File: config.mk
export PLATFORM = sky130hd
export DESIGN_NAME = url_percent_decoder_unit
export DESIGN_NICKNAME = d
export VERILOG_FILES = /design/src/sv/urlpd_pkg.sv /design/src/sv/urlpd_front.sv /design/src/sv/urlpd_queue.sv /design/src/sv/urlpd_back.sv /design/src/sv/url_percent_decoder_unit.sv
export SDC_FILE = /design/constraint.sdc
export NUM_CORES = 1
export LEC_CHECK = 0
export ABC_AREA = 1
export BUFFER_PORTS_ARGS = -buffer_cell sky130_fd_sc_hd__buf_2
export CAP_MARGIN = 30
export CORE_ASPECT_RATIO = 0.75
export CORE_MARGIN = 1
export CORE_UTILIZATION = 30
export DETAILED_ROUTE_END_ITERATION = 10
export HOLD_SLACK_MARGIN = 0.15
export SYNTH_ARGS = -nofsm -noshare
export SYNTH_HDL_FRONTEND = slang
export SYNTH_SLANG_ARGS = --single-unit
File: constraint.sdc
create_clock -name clock -period 15.7 [get_ports clock]
set_input_delay 2.355 -clock clock [delete_from_list [all_inputs] [get_ports clock]]
set_output_delay 2.355 -clock clock [all_outputs]
set_load 0.1 [all_outputs]
File: src/sv/urlpd_pkg.sv
// urlpd_pkg: shared types, character constants and helper functions
// for the url percent decoder. no dependencies.
`timescale 1ns / 1ps
`default_nettype none
package urlpd_pkg;

   localparam int MAX_BYTES = 5;

   localparam logic [7:0] CH_SPACE   = 8'h20;
   localparam logic [7:0] CH_TAB     = 8'h09;
   localparam logic [7:0] CH_LF      = 8'h0a;
   localparam logic [7:0] CH_CR      = 8'h0d;
   localparam logic [7:0] CH_PERCENT = 8'h25;
   localparam logic [7:0] CH_BSLASH  = 8'h5c;
   localparam logic [7:0] CH_SLASH   = 8'h2f;
   localparam logic [7:0] CH_SEMI    = 8'h3b;
   localparam logic [7:0] CH_QUES    = 8'h3f;
   localparam logic [7:0] CH_ZERO    = 8'h30;
   localparam logic [7:0] CH_TWO     = 8'h32;
   localparam logic [7:0] CH_NINE    = 8'h39;
   localparam logic [7:0] CH_UA      = 8'h41;
   localparam logic [7:0] CH_UF      = 8'h46;
   localparam logic [7:0] CH_LA      = 8'h61;
   localparam logic [7:0] CH_LF_HEX  = 8'h66;

   localparam logic [15:0] CAP_RESET = 16'hffff;
   localparam logic [15:0] RESERVE   = 16'd4;

   // an accepted request turns into at most one of these: up to five bytes or a bare end
   typedef struct packed {
      logic [MAX_BYTES-1:0][7:0] bytes;
      logic [2:0]                slots;
      logic                      bare;
      logic                      last;
      logic                      ovf;
   } plan_type;

   function automatic logic [7:0] hex_char(input logic [3:0] nib);
      logic [7:0] c;
      if (nib < 4'd10) begin
         c = CH_ZERO + {4'd0, nib};
      end else begin
         c = CH_UA + {4'd0, nib} - 8'd10;
      end
      return c;
   endfunction

   function automatic logic is_hex(input logic [7:0] c);
      return (c >= CH_ZERO && c <= CH_NINE) || (c >= CH_UA && c <= CH_UF) ||
             (c >= CH_LA && c <= CH_LF_HEX);
   endfunction

   function automatic logic first_ok(input logic [7:0] c);
      return (c >= CH_TWO && c <= CH_NINE) || (c >= CH_UA && c <= CH_UF) ||
             (c >= CH_LA && c <= CH_LF_HEX);
   endfunction

   function automatic logic [3:0] hex_val(input logic [7:0] c);
      logic [7:0] v;
      v = 8'd0;
      if (c >= CH_ZERO && c <= CH_NINE) begin
         v = c - CH_ZERO;
      end else if (c >= CH_UA && c <= CH_UF) begin
         v = c - CH_UA + 8'd10;
      end else if (c >= CH_LA && c <= CH_LF_HEX) begin
         v = c - CH_LA + 8'd10;
      end
      return v[3:0];
   endfunction

endpackage
`default_nettype wire

File: src/sv/urlpd_front.sv
// urlpd_front: takes raw bytes, tracks escape state and the output count,
// and turns each request into a plan of output bytes. uses urlpd_pkg.
`timescale 1ns / 1ps
`default_nettype none
module urlpd_front (
   input  wire logic               clock,
   input  wire logic               reset,
   input  wire logic               accept,
   input  wire logic [7:0]         in_byte,
   input  wire logic               in_last,
   input  wire logic               csr_wr_en,
   input  wire logic [15:0]        csr_wr_data,
   output urlpd_pkg::plan_type     plan,
   output logic                    plan_push
);
   import urlpd_pkg::*;

   localparam logic [1:0] PH_TEXT  = 2'd0;
   localparam logic [1:0] PH_PCT   = 2'd1;
   localparam logic [1:0] PH_DIGIT = 2'd2;

   typedef struct packed {
      logic [1:0]      n;
      logic [2:0][7:0] b;
      logic            args;
      logic            esc;
   } plain_type;

   logic [1:0]  phase_ff, phase_in;
   logic [7:0]  held_ff, held_in;
   logic        args_ff, args_in;
   logic [15:0] count_ff, count_in;
   logic [15:0] cap_ff, cap_in;

   logic [15:0] limit;
   logic        g0, g1, g2;
   logic [MAX_BYTES-1:0][7:0] obuf;
   logic [2:0]  n;
   logic [15:0] count_sum;
   plain_type   p1, p2;

   // one ordinary-text step; gate says the count is still under the limit
   function automatic plain_type plain_step(input logic [7:0] x, input logic lst,
                                            input logic gate, input logic args);
      plain_type p;
      p = '0;
      p.args = args;
      if (gate) begin
         if (x <= CH_SPACE) begin
            if (x != CH_TAB && x != CH_CR && x != CH_LF) begin
               p.n    = 2'd3;
               p.b[0] = CH_PERCENT;
               p.b[1] = hex_char(x[7:4]);
               p.b[2] = hex_char(x[3:0]);
            end
         end else begin
            if (x == CH_SEMI || x == CH_QUES) begin
               p.args = 1'b1;
            end
            if (x == CH_PERCENT) begin
               if (lst) begin
                  p.n    = 2'd1;
                  p.b[0] = CH_PERCENT;
               end else begin
                  p.esc = 1'b1;
               end
            end else if (x == CH_BSLASH) begin
               p.n    = 2'd1;
               p.b[0] = p.args ? CH_BSLASH : CH_SLASH;
            end else begin
               p.n    = 2'd1;
               p.b[0] = x;
            end
         end
      end
      return p;
   endfunction

   assign limit = (cap_ff > RESERVE) ? (cap_ff - RESERVE) : 16'd0;
   assign g0 = count_ff < limit;
   assign g1 = ({1'b0, count_ff} + 17'd1) < {1'b0, limit};
   assign g2 = ({1'b0, count_ff} + 17'd2) < {1'b0, limit};

   always_comb begin
      obuf     = '0;
      n        = 3'd0;
      phase_in = phase_ff;
      held_in  = held_ff;
      args_in  = args_ff;
      p1       = '0;
      p2       = '0;
      if (g0) begin
         unique case (phase_ff)
            PH_PCT: begin
               if (!in_last && first_ok(in_byte)) begin
                  held_in  = in_byte;
                  phase_in = PH_DIGIT;
               end else begin
                  obuf[0] = CH_PERCENT;
                  p2 = plain_step(in_byte, in_last, g1, args_ff);
                  for (int k = 0; k < 3; k++) begin
                     if (k < int'(p2.n)) obuf[k+1] = p2.b[k];
                  end
                  n        = 3'd1 + {1'b0, p2.n};
                  args_in  = p2.args;
                  phase_in = p2.esc ? PH_PCT : PH_TEXT;
               end
            end
            PH_DIGIT: begin
               if (is_hex(in_byte) && !(held_ff == CH_TWO && in_byte == CH_ZERO)) begin
                  obuf[0]  = {hex_val(held_ff), hex_val(in_byte)};
                  n        = 3'd1;
                  phase_in = PH_TEXT;
               end else begin
                  obuf[0] = CH_PERCENT;
                  // the held digit is never a control byte, so it yields one byte at most
                  p1 = plain_step(held_ff, 1'b0, g1, args_ff);
                  if (p1.n != 2'd0) obuf[1] = p1.b[0];
                  p2 = plain_step(in_byte, in_last, (p1.n != 2'd0) ? g2 : g1, p1.args);
                  for (int k = 0; k < 3; k++) begin
                     if (k < int'(p2.n)) obuf[k + 1 + int'(p1.n)] = p2.b[k];
                  end
                  n        = 3'd1 + {1'b0, p1.n} + {1'b0, p2.n};
                  args_in  = p2.args;
                  phase_in = p2.esc ? PH_PCT : PH_TEXT;
               end
            end
            default: begin
               p2 = plain_step(in_byte, in_last, g0, args_ff);
               for (int k = 0; k < 3; k++) begin
                  if (k < int'(p2.n)) obuf[k] = p2.b[k];
               end
               n        = {1'b0, p2.n};
               args_in  = p2.args;
               phase_in = p2.esc ? PH_PCT : PH_TEXT;
            end
         endcase
      end
   end

   assign count_sum = count_ff + {13'd0, n};

   always_comb begin
      count_in = count_sum;
      if (in_last) begin
         count_in = 16'd0;
      end
      plan.bytes = obuf;
      plan.slots = (n == 3'd0) ? 3'd1 : n;
      plan.bare  = (n == 3'd0);
      plan.last  = in_last;
      plan.ovf   = in_last && (count_sum >= limit);
      plan_push  = accept && ((n != 3'd0) || in_last);
      cap_in     = csr_wr_en ? csr_wr_data : cap_ff;
   end

   always_ff @(posedge clock) begin
      if (reset) begin
         phase_ff <= PH_TEXT;
         held_ff  <= 8'd0;
         args_ff  <= 1'b0;
         count_ff <= 16'd0;
         cap_ff   <= CAP_RESET;
      end else begin
         cap_ff <= cap_in;
         if (accept) begin
            if (in_last) begin
               phase_ff <= PH_TEXT;
               held_ff  <= 8'd0;
               args_ff  <= 1'b0;
            end else begin
               phase_ff <= phase_in;
               held_ff  <= held_in;
               args_ff  <= args_in;
            end
            count_ff <= count_in;
         end
      end
   end

endmodule
`default_nettype wire

File: src/sv/urlpd_queue.sv
// urlpd_queue: small register queue of byte plans between front and back.
// uses urlpd_pkg for the entry type.
`timescale 1ns / 1ps
`default_nettype none
module urlpd_queue #(
   parameter int DEPTH = 4
) (
   input  wire logic                 clock,
   input  wire logic                 reset,
   input  wire logic                 push,
   input  wire urlpd_pkg::plan_type  push_data,
   input  wire logic                 pop,
   output urlpd_pkg::plan_type       head,
   output logic                      not_empty,
   output logic                      not_full
);
   import urlpd_pkg::*;

   localparam int PW = (DEPTH > 1) ? $clog2(DEPTH) : 1;
   localparam int CW = $clog2(DEPTH + 1);
   localparam logic [PW-1:0] LAST_PTR = PW'(DEPTH - 1);
   localparam logic [CW-1:0] FULL_CNT = CW'(DEPTH);

   plan_type        mem_ff [DEPTH];
   logic [PW-1:0]   wr_ptr_ff, wr_ptr_in;
   logic [PW-1:0]   rd_ptr_ff, rd_ptr_in;
   logic [CW-1:0]   cnt_ff, cnt_in;
   logic            do_push, do_pop;

   assign not_empty = cnt_ff != '0;
   assign not_full  = cnt_ff != FULL_CNT;
   assign do_push   = push && not_full;
   assign do_pop    = pop && not_empty;
   assign head      = mem_ff[rd_ptr_ff];

   always_comb begin
      wr_ptr_in = wr_ptr_ff;
      rd_ptr_in = rd_ptr_ff;
      cnt_in    = cnt_ff;
      if (do_push) begin
         wr_ptr_in = (wr_ptr_ff == LAST_PTR) ? '0 : wr_ptr_ff + PW'(1);
      end
      if (do_pop) begin
         rd_ptr_in = (rd_ptr_ff == LAST_PTR) ? '0 : rd_ptr_ff + PW'(1);
      end
      if (do_push && !do_pop) begin
         cnt_in = cnt_ff + CW'(1);
      end else if (do_pop && !do_push) begin
         cnt_in = cnt_ff - CW'(1);
      end
   end

   always_ff @(posedge clock) begin
      if (reset) begin
         wr_ptr_ff <= '0;
         rd_ptr_ff <= '0;
         cnt_ff    <= '0;
      end else begin
         wr_ptr_ff <= wr_ptr_in;
         rd_ptr_ff <= rd_ptr_in;
         cnt_ff    <= cnt_in;
      end
   end

   always_ff @(posedge clock) begin
      if (do_push) begin
         mem_ff[wr_ptr_ff] <= push_data;
      end
   end

   a_no_overfill: assert property (@(posedge clock) disable iff (reset)
      push |-> not_full) else $error("queue push while full");
   a_no_underrun: assert property (@(posedge clock) disable iff (reset)
      pop |-> not_empty) else $error("queue pop while empty");
   a_count_track: assert property (@(posedge clock) disable iff (reset)
      (do_push && !do_pop) |=> (cnt_ff == $past(cnt_ff) + CW'(1)))
      else $error("queue count lost a push");

endmodule
`default_nettype wire

File: src/sv/urlpd_back.sv
// urlpd_back: walks each queued plan one byte per cycle, while rsp_tready allows, into the response
// register. uses urlpd_pkg for the plan type.
`timescale 1ns / 1ps
`default_nettype none
module urlpd_back (
   input  wire logic                 clock,
   input  wire logic                 reset,
   input  wire urlpd_pkg::plan_type  head,
   input  wire logic                 head_valid,
   output logic                      head_pop,
   output logic                      rsp_tvalid,
   input  wire logic                 rsp_tready,
   output logic [7:0]                rsp_tdata,
   output logic                      rsp_tlast,
   output logic [1:0]                rsp_tuser
);
   import urlpd_pkg::*;

   plan_type    cur_ff, cur_in;
   logic        cur_valid_ff, cur_valid_in;
   logic [2:0]  idx_ff, idx_in;
   logic        out_valid_ff, out_valid_in;
   logic [7:0]  byte_ff, byte_in;
   logic        last_ff, last_in;
   logic        has_ff, has_in;
   logic        ovf_ff, ovf_in;
   logic        out_free, emit, final_slot, finish;

   assign out_free   = !out_valid_ff || rsp_tready;
   assign emit       = cur_valid_ff && out_free;
   assign final_slot = idx_ff == (cur_ff.slots - 3'd1);
   assign finish     = emit && final_slot;
   assign head_pop   = head_valid && (!cur_valid_ff || finish);

   always_comb begin
      cur_in       = cur_ff;
      cur_valid_in = cur_valid_ff;
      idx_in       = idx_ff;
      if (head_pop) begin
         cur_in       = head;
         cur_valid_in = 1'b1;
         idx_in       = 3'd0;
      end else if (finish) begin
         cur_valid_in = 1'b0;
      end else if (emit) begin
         idx_in = idx_ff + 3'd1;
      end

      out_valid_in = out_valid_ff && !rsp_tready;
      byte_in      = byte_ff;
      last_in      = last_ff;
      has_in       = has_ff;
      ovf_in       = ovf_ff;
      if (emit) begin
         out_valid_in = 1'b1;
         byte_in      = cur_ff.bare ? 8'd0 : cur_ff.bytes[idx_ff];
         has_in       = !cur_ff.bare;
         last_in      = final_slot && cur_ff.last;
         ovf_in       = final_slot && cur_ff.ovf;
      end
   end

   always_ff @(posedge clock) begin
      if (reset) begin
         cur_valid_ff <= 1'b0;
         out_valid_ff <= 1'b0;
         idx_ff       <= 3'd0;
      end else begin
         cur_valid_ff <= cur_valid_in;
         out_valid_ff <= out_valid_in;
         idx_ff       <= idx_in;
      end
   end

   always_ff @(posedge clock) begin
      cur_ff  <= cur_in;
      byte_ff <= byte_in;
      last_ff <= last_in;
      has_ff  <= has_in;
      ovf_ff  <= ovf_in;
   end

   assign rsp_tvalid = out_valid_ff;
   assign rsp_tdata  = byte_ff;
   assign rsp_tlast  = last_ff;
   assign rsp_tuser  = {ovf_ff, has_ff};

endmodule
`default_nettype wire

File: src/sv/url_percent_decoder_unit.sv
// url_percent_decoder_unit: top level of the url percent decoder, front
// classifier, plan queue and byte emitter. uses urlpd_pkg and its submodules.
// a request is written to the plan queue, loaded into the emitter's current plan and
// then into the output register before rsp_tvalid rises.
// throughput: one result byte per cycle from the emitter while rsp_tready allows; a
// plan holds 1 to 5 output slots, so plain text runs at one request per cycle unless stalled.
// a request that yields nothing pushes no plan unless it ends the string.
// reset is synchronous, active high: escape state, count and queue clear,
// and the output capacity returns to 65535.
`timescale 1ns / 1ps
`default_nettype none
module url_percent_decoder_unit #(
   parameter int QUEUE_DEPTH = 4
) (
   input  wire logic         clock,
   input  wire logic         reset,
   input  wire logic         req_tvalid,
   output logic              req_tready,
   input  wire logic [7:0]   req_tdata,   // [7:0] in_byte
   input  wire logic         req_tlast,   // in_last
   output logic              rsp_tvalid,
   input  wire logic         rsp_tready,
   output logic [7:0]        rsp_tdata,   // [7:0] out_byte
   output logic              rsp_tlast,   // out_last
   output logic [1:0]        rsp_tuser,   // [0] has_byte, [1] overflow
   input  wire logic         csr_wr_en,
   input  wire logic [15:0]  csr_wr_data  // output_capacity
);
   import urlpd_pkg::*;

   plan_type plan, head;
   logic     plan_push, accept, q_not_empty, q_not_full, head_pop;

   assign req_tready = q_not_full;
   assign accept     = req_tvalid && q_not_full;

   urlpd_front u_front (
      .clock       (clock),
      .reset       (reset),
      .accept      (accept),
      .in_byte     (req_tdata),
      .in_last     (req_tlast),
      .csr_wr_en   (csr_wr_en),
      .csr_wr_data (csr_wr_data),
      .plan        (plan),
      .plan_push   (plan_push)
   );

   urlpd_queue #(
      .DEPTH (QUEUE_DEPTH)
   ) u_queue (
      .clock     (clock),
      .reset     (reset),
      .push      (plan_push),
      .push_data (plan),
      .pop       (head_pop),
      .head      (head),
      .not_empty (q_not_empty),
      .not_full  (q_not_full)
   );

   urlpd_back u_back (
      .clock      (clock),
      .reset      (reset),
      .head       (head),
      .head_valid (q_not_empty),
      .head_pop   (head_pop),
      .rsp_tvalid (rsp_tvalid),
      .rsp_tready (rsp_tready),
      .rsp_tdata  (rsp_tdata),
      .rsp_tlast  (rsp_tlast),
      .rsp_tuser  (rsp_tuser)
   );

endmodule
`default_nettype wire
# ---- Word-level counts from Yosys, hierarchy flattened
# Memories as Yosys holds them, arrays and structs flattened. A register that Yosys moved wholly into a read port is not among the register bits.
# Cells that the tools add are included.
dict set report classes {
  addsub 38
  multipliers 0
  n_div 0
  n_lt_le_gt_ge 40
  eq_ne 27
  shift 0
  mux 148
  bitwise_logic 1
  reduce_logical 62
}
# cell count
set op_table {}
lappend op_table {{$mux W40} 10}
lappend op_table {{$mux W28} 14}
lappend op_table {{$mux W8} 36}
lappend op_table {{$bwmux W40} 3}
lappend op_table {{$ge A32 B1 Y1 const B} 3}
lappend op_table {{$lt A32 B5 Y1 const B} 3}
lappend op_table {{$demux W8 S3} 3}
lappend op_table {{$eq A8 B6 Y1 const B} 8}
lappend op_table {{$mux W16} 4}
lappend op_table {{$mux W32} 2}
lappend op_table {{$mux W26} 2}
lappend op_table {{$ne A8 B4 Y1 const B} 6}
lappend op_table {{$pmux W24 S2} 1}
lappend op_table {{$mux W1} 38}
lappend op_table {{$lt A17 B16 Y1} 2}
lappend op_table {{$add A7 B4 Y8 const A} 4}
lappend op_table {{$ge A8 B7 Y1 const B} 4}
lappend op_table {{$le A8 B6 Y1 const B} 4}
lappend op_table {{$le A8 B7 Y1 const B} 4}
lappend op_table {{$sub A8 B4 Y8 const B} 4}
lappend op_table {{$logic_and A1 B1 Y1} 30}
lappend op_table {{$add A6 B4 Y7 const A} 4}
lappend op_table {{$mux W7} 4}
lappend op_table {{$mux W2} 13}
lappend op_table {{other kinds (45)} 110}
dict set report totals {
  register_bits 66
  latchBits 0
  ram_bits 184
  romBits 0
  inputBits 30
  output_inout_bits 13
  wordCells 332
  n_memories 1
}
# memory depth word_bits rd rd_ports_with_merged_regs write_ports line
set mem_list {}
lappend mem_list {u_queue.mem_ff 4 46 1 1 1 urlpd_queue.sv:24} ;# plan_type mem_ff [DEPTH];

# ---- Logic depth before layout (Yosys ltp)
dict set report logic_depth {
  ltp_word 45
  mapped_depth 56
}

# ---- Cells and area by module
# Synthesis repeated with hierarchy kept, for this count alone.
dict set report hier_totals {
  hier_cells 1894
  hier_area_um2 16872.4
}
# module instances cells_each area_each_um2 seq_area_each_um2
set by_module_without_submodules {}
lappend by_module_without_submodules {urlpd_queue 1 514 7372.1 5705.5}
lappend by_module_without_submodules {urlpd_front 1 1184 7030.5 860.8}
lappend by_module_without_submodules {urlpd_back 1 194 2462.4 1811.7}
lappend by_module_without_submodules {url_percent_decoder_unit 1 2 7.5 0.0}

# ---- Worst setup path before layout
# Ideal clock, no wire load.
dict set report synth_timing {
  path_type {register to register}
  startpoint {register u_front.cap_ff[4]}
  endpoint {memory u_queue.mem_ff[0][0] (netlist name), enable pin}
  setup_time_ns 0.450
  arrival_time_ns 7.270
  required_ns 15.250
  path_slack_ns 7.981
  path_stages_with_launch 42
  path_buffers 2
  cell_sequence {dfxtp_1 nor2_1 nand2_1 or3_1 nor2_1 inv_1 nor3_1 nand2_1 inv_1 nand2_1 xor2_1 nand2_1 ha_1 inv_1 nor2_1 nor3_1 nand2_1 nor2_2 (+6 left out) ha_1 buf_6 inv_1 nand2_2 nand2_2 nor2_4 inv_1 ha_1 inv_1 fa_1 nand3_1 nand2_1 nor2_1 nor2_1 nand2_1 nand4_4 nand2_1 nor2_1}
}
dict set report synth_via {
  elab_chain_cells 23
}
# item line
set synth_rtl {}
lappend synth_rtl {{start, declared} urlpd_front.sv:33} ;# logic [15:0] cap_ff, cap_in;
lappend synth_rtl {{start signal, assigned} urlpd_front.sv:165} ;# cap_ff <= cap_in;
lappend synth_rtl {{$sub A16 B3 Y16 or $gt A16 B3 Y1 (tied branches)} urlpd_front.sv:79} ;# assign limit = (cap_ff > RESERVE) ? (cap_ff - RESERVE) : 16'd0;
lappend synth_rtl {{$mux W16 (*)} urlpd_front.sv:79}
lappend synth_rtl {{$lt A17 B16 Y1} urlpd_front.sv:81} ;# assign g1 = ({1'b0, count_ff} + 17'd1) < {1'b0, limit};
lappend synth_rtl {{$mux W28} urlpd_front.sv:48} ;# if (gate) begin
lappend synth_rtl {{$mux W28} urlpd_front.sv:110} ;# if (is_hex(in_byte) && !(held_ff == CH_TWO && in_byte == CH_ZERO)) begin
lappend synth_rtl {{$mux W28} urlpd_front.sv:93} ;# unique case (phase_ff)
lappend synth_rtl {{$mux W28} urlpd_front.sv:92} ;# if (g0) begin
lappend synth_rtl {{$reduce_bool A2 Y1} urlpd_front.sv:119} ;# p2 = plain_step(in_byte, in_last, (p1.n != 2'd0) ? g2 : g1, p1.args);
lappend synth_rtl {{(+7 left out)} -}
lappend synth_rtl {{$pmux W3 S2} urlpd_front.sv:93}
lappend synth_rtl {{$mux W3 (*)} urlpd_front.sv:92}
lappend synth_rtl {{$reduce_bool A3 Y1 (*)} urlpd_front.sv:153} ;# plan_push = accept && ((n != 3'd0) || in_last);
lappend synth_rtl {{$logic_or A1 B1 Y1 (*)} urlpd_front.sv:153}
lappend synth_rtl {{$logic_and A1 B1 Y1 (*)} urlpd_front.sv:153}
lappend synth_rtl {{$logic_and A1 B1 Y1 (*)} urlpd_queue.sv:32} ;# assign do_push = push && not_full;
lappend synth_rtl {{$mux W1 (*)} urlpd_queue.sv:66} ;# if (do_push) begin
lappend synth_rtl {{$mux W1 (not written as such) (*)} urlpd_queue.sv:67} ;# mem_ff[wr_ptr_ff] <= push_data;
lappend synth_rtl {{end, declared} urlpd_queue.sv:24}
# Every way passes the cells marked *; elsewhere a longest branch is shown, timed or not. The select of a mux whose other input is x is not followed.

==> run metrics <==
CTS clk-pin slew, worst paths about 60 ps; Worst Hold Class flop to flop; num rows between 70 and 80; Routed Antenna Nets 0; fin crit period ~9400 ps; post_cts resized 0; met1 Resource Use GR roughly 27%; FMAX 0.1064 GHz; Yosys cell types 56; share of cells above drive strength 1 a little under a tenth; post-route clock period utilization approximately three fifths; total net switching power approximately 1.0 mW; via count ~14,000; skew final 22.89 ps; Pleak roughly 7.7 nW; async set-reset flop share out of synthesis 0%; vias in the first global route between 10,000 and 15,000; cts bufs inserted 30; r2r worst-path depth 53; Reg power frac approximately two fifths; Startpoint Class flop; CORE AREA between 0.05 and 0.06 mm^2; FF+latch count, synth approximately 300; CTS tree yes; hpwl dp approximately 35,000 um; most used cell, CP nand2_1; Final Instance Area 0.01876 mm^2; GR Overflow Total 0; VDD IR max between 0.00008 and 0.00009 V; clk_lat worst skew around 610 ps; WHS Path Cells 2; register area share after synthesis about half; clk buf depth 3; Synth Flop Type edfxtp_1; CP Capture Type flop; critical path's slowest cell nor3_1; Die Height just over 200 um; RR Startpoint u_front.cap_ff[4]; starting density of the core a little under a third; WHS 482.8 ps; H-tree depth 1; crit path max fanout 12; Internal Power about 1.7 mW; Power Density 146.0 mW/mm^2; diode count 0; Post-CTS Setup Bufs 0; crit-path max cell delay 530 ps; R2R setup slack ~6300 ps; # nets final between 2,000 and 2,500; WL final ~50,000 um; number of top-level pins 43; Pins Over Slew Limit 0; Post-synth EDFFs approximately 240; GR Util met3 under 10%; clock share of power 27.3%; final hold viol count 0; Setup Viol. Count Final 0; FILL cells 5,599; pin count of the biggest net entering global routing 67; worst path required time 16,040 ps; most common cell after layout, fill and taps aside nand2_1; Crit Path Class flop to flop; Total GRT Usage 17.31%; Root Driver clkbuf_16; failing checks DRC; WP depth 53; Yosys warning total 0; IO buf count 42; die area about 0.057 mm^2; TritonCTS Sinks slightly below 300; combinational share of power between 30% and 40%; initial antenna violation count 1; Post-Syn Instances 1,887; worst r2r dst u_queue.mem_ff[0][0]; Slew HR between 30% and 40%; Mapped Area approximately 0.017 mm^2; Top delay family on crit path simple AND/OR/NAND/NOR gates; Least-Margin Pin Slew a little under 1000 ps; outcome finished, violations left; hold path endpoint u_queue.cnt_ff[2]; DRC viols 1; RSZ-0062 raised after global routing false; drt initial violations 1,457; most frequent cells in the layout nand2_1 (295), nor2_1 (247), edfxtp_1 (241); first-pass GRT wire length 75,670 um; arrival time worst endpoint 9730 ps; Detailed Routing Iterations Pass 1 9; die width approximately 280 um; Via-to-Cell Ratio between 5 and 6; area delta synth->final 11.66%; met2 Use GR between 20% and 30%; Placer Congestion slightly below 1; Max-Cap Viols 0; Syn Area/Cell a little under 9 um^2; dpl cell area about 0.018 mm^2; syn_nets roughly 2,000; setup TNS 0 ps; wire per inst between 15 and 20 um; CP Buf/Inv Count 10; CTS Hold Buffers Added 0; GRT busiest layer met1; Worst Hold Launch u_queue.cnt_ff[2]; Sw Ratio 37.75%
==> per-stage QoR <==
step	setup slack (ps)	utilization, %	std cells	power (mW)
2_1_floorplan	7981	-	1887	1.734
3_3_place_gp	6676	32.27	2590	1.986
3_5_place_dp	6425	32.27	2590	2.005
4_1_cts	6358	34.15	2646	2.756
5_1_grt	5326	34.16	2647	2.890
6_report	6305	34.16	2647	2.738
==> layer usage <==
| layer | wire, um | vias up |
|---|---|---|
| met5 | 0 | - |
| met4 | 670 | 0 |
| met3 | 4358 | 48 |
| met2 | 19360 | 507 |
| met1 | 24730 | 6476 |
| li1 | - | 6513 |
==> area by class of cell <==
cell class	instances	area, um^2	share of cell area (%)
inverters	200	752.0	4.009
flip-flops and latches	296	8339	44.46
clock buffers	38	800.8	4.269
well taps	722	903.4	4.816
multi-input cells	1315	7398	39.44
clock inverters	18	235.2	1.254
repair buffers	58	327.8	1.748
==> state kept, by name, summed over array words and instances (netlist names), 2 cells and up <==
register           count
u_front.cap_ff        16
u_front.phase_ff       2
u_front.count_ff      16
u_back.rsp_tdata       8
u_back.idx_ff          3
u_queue.mem_ff       184
u_queue.cnt_ff         3
u_front.held_ff        8
u_back.cur_ff         46
u_queue.rd_ptr_ff      2
u_queue.wr_ptr_ff      2
==> worst register-to-register path: cells and delay by family, from the launching register on <==
kind | cells | cell delay (ps)
fa+ha+maj | 6 | 1830
flops | 1 | 340
compound gates | 8 | 1470
buf+inv | 10 | 980
simple gates | 27 | 4180
xor+xnor | 2 | 320
==> Yosys cell counts, types with 6 or more instances <==
cell      number  area [um^2]
nor2_1       252        945.9
a21oi_1      132        660.6
buf_4          6        45.04
nand2_2       12        75.07
ha_1         100         1251
inv_1        183        686.9
o21ai_1       12        60.06
nand4_1       19        118.9
o22ai_1       48        300.3
inv_2         13        48.80
xor2_1        48        420.4
nand2_1      295         1107
dfxtp_1       55         1101
o32ai_1        8        70.07
edfxtp_1     241         7237
o21ai_0      179        895.9
nor3_1        29        145.1
nor2_2        11        68.82
clkbuf_1      55        206.5
a211oi_1      14        105.1
nand3_1       76        380.4
a31oi_1        6        37.54
buf_2          8        40.04
==> cell families after synthesis <==
kind of cell | share of synthesized area (%)
AO/OA/AOI/OAI | 14.20
adder cells (fa/ha/maj) | 7.806
XOR/XNOR | 2.763
buffers and inverters | 6.547
flip-flops | 49.64
AND/OR/NAND/NOR | 19.05
==> worst max-delay path by stage <==
stage	slack (ps)	to	start
2_1_floorplan	7980	u_queue.mem_ff[0][0]	u_front.cap_ff[4]
3_3_place_gp	6680	u_queue.mem_ff[0][0]	u_front.cap_ff[4]
3_5_place_dp	6420	u_queue.mem_ff[3][0]	u_front.cap_ff[4]
4_1_cts	6360	u_queue.mem_ff[2][0]	u_front.cap_ff[4]
5_1_grt	5330	u_queue.mem_ff[2][0]	u_front.cap_ff[4]
6_report	6300	u_queue.mem_ff[0][0]	u_front.cap_ff[4]
==> power groups by stage <==
stage	Sequential [mW]	Clock [mW]	Combinational (mW)
2_1_floorplan	1.21	0	0.520
3_3_place_gp	1.16	0	0.825
3_5_place_dp	1.16	0	0.841
4_1_cts	1.15	0.765	0.843
5_1_grt	1.16	0.794	0.934
6_report	1.15	0.749	0.844
Note: power is estimated with default switching activity, not from simulation.
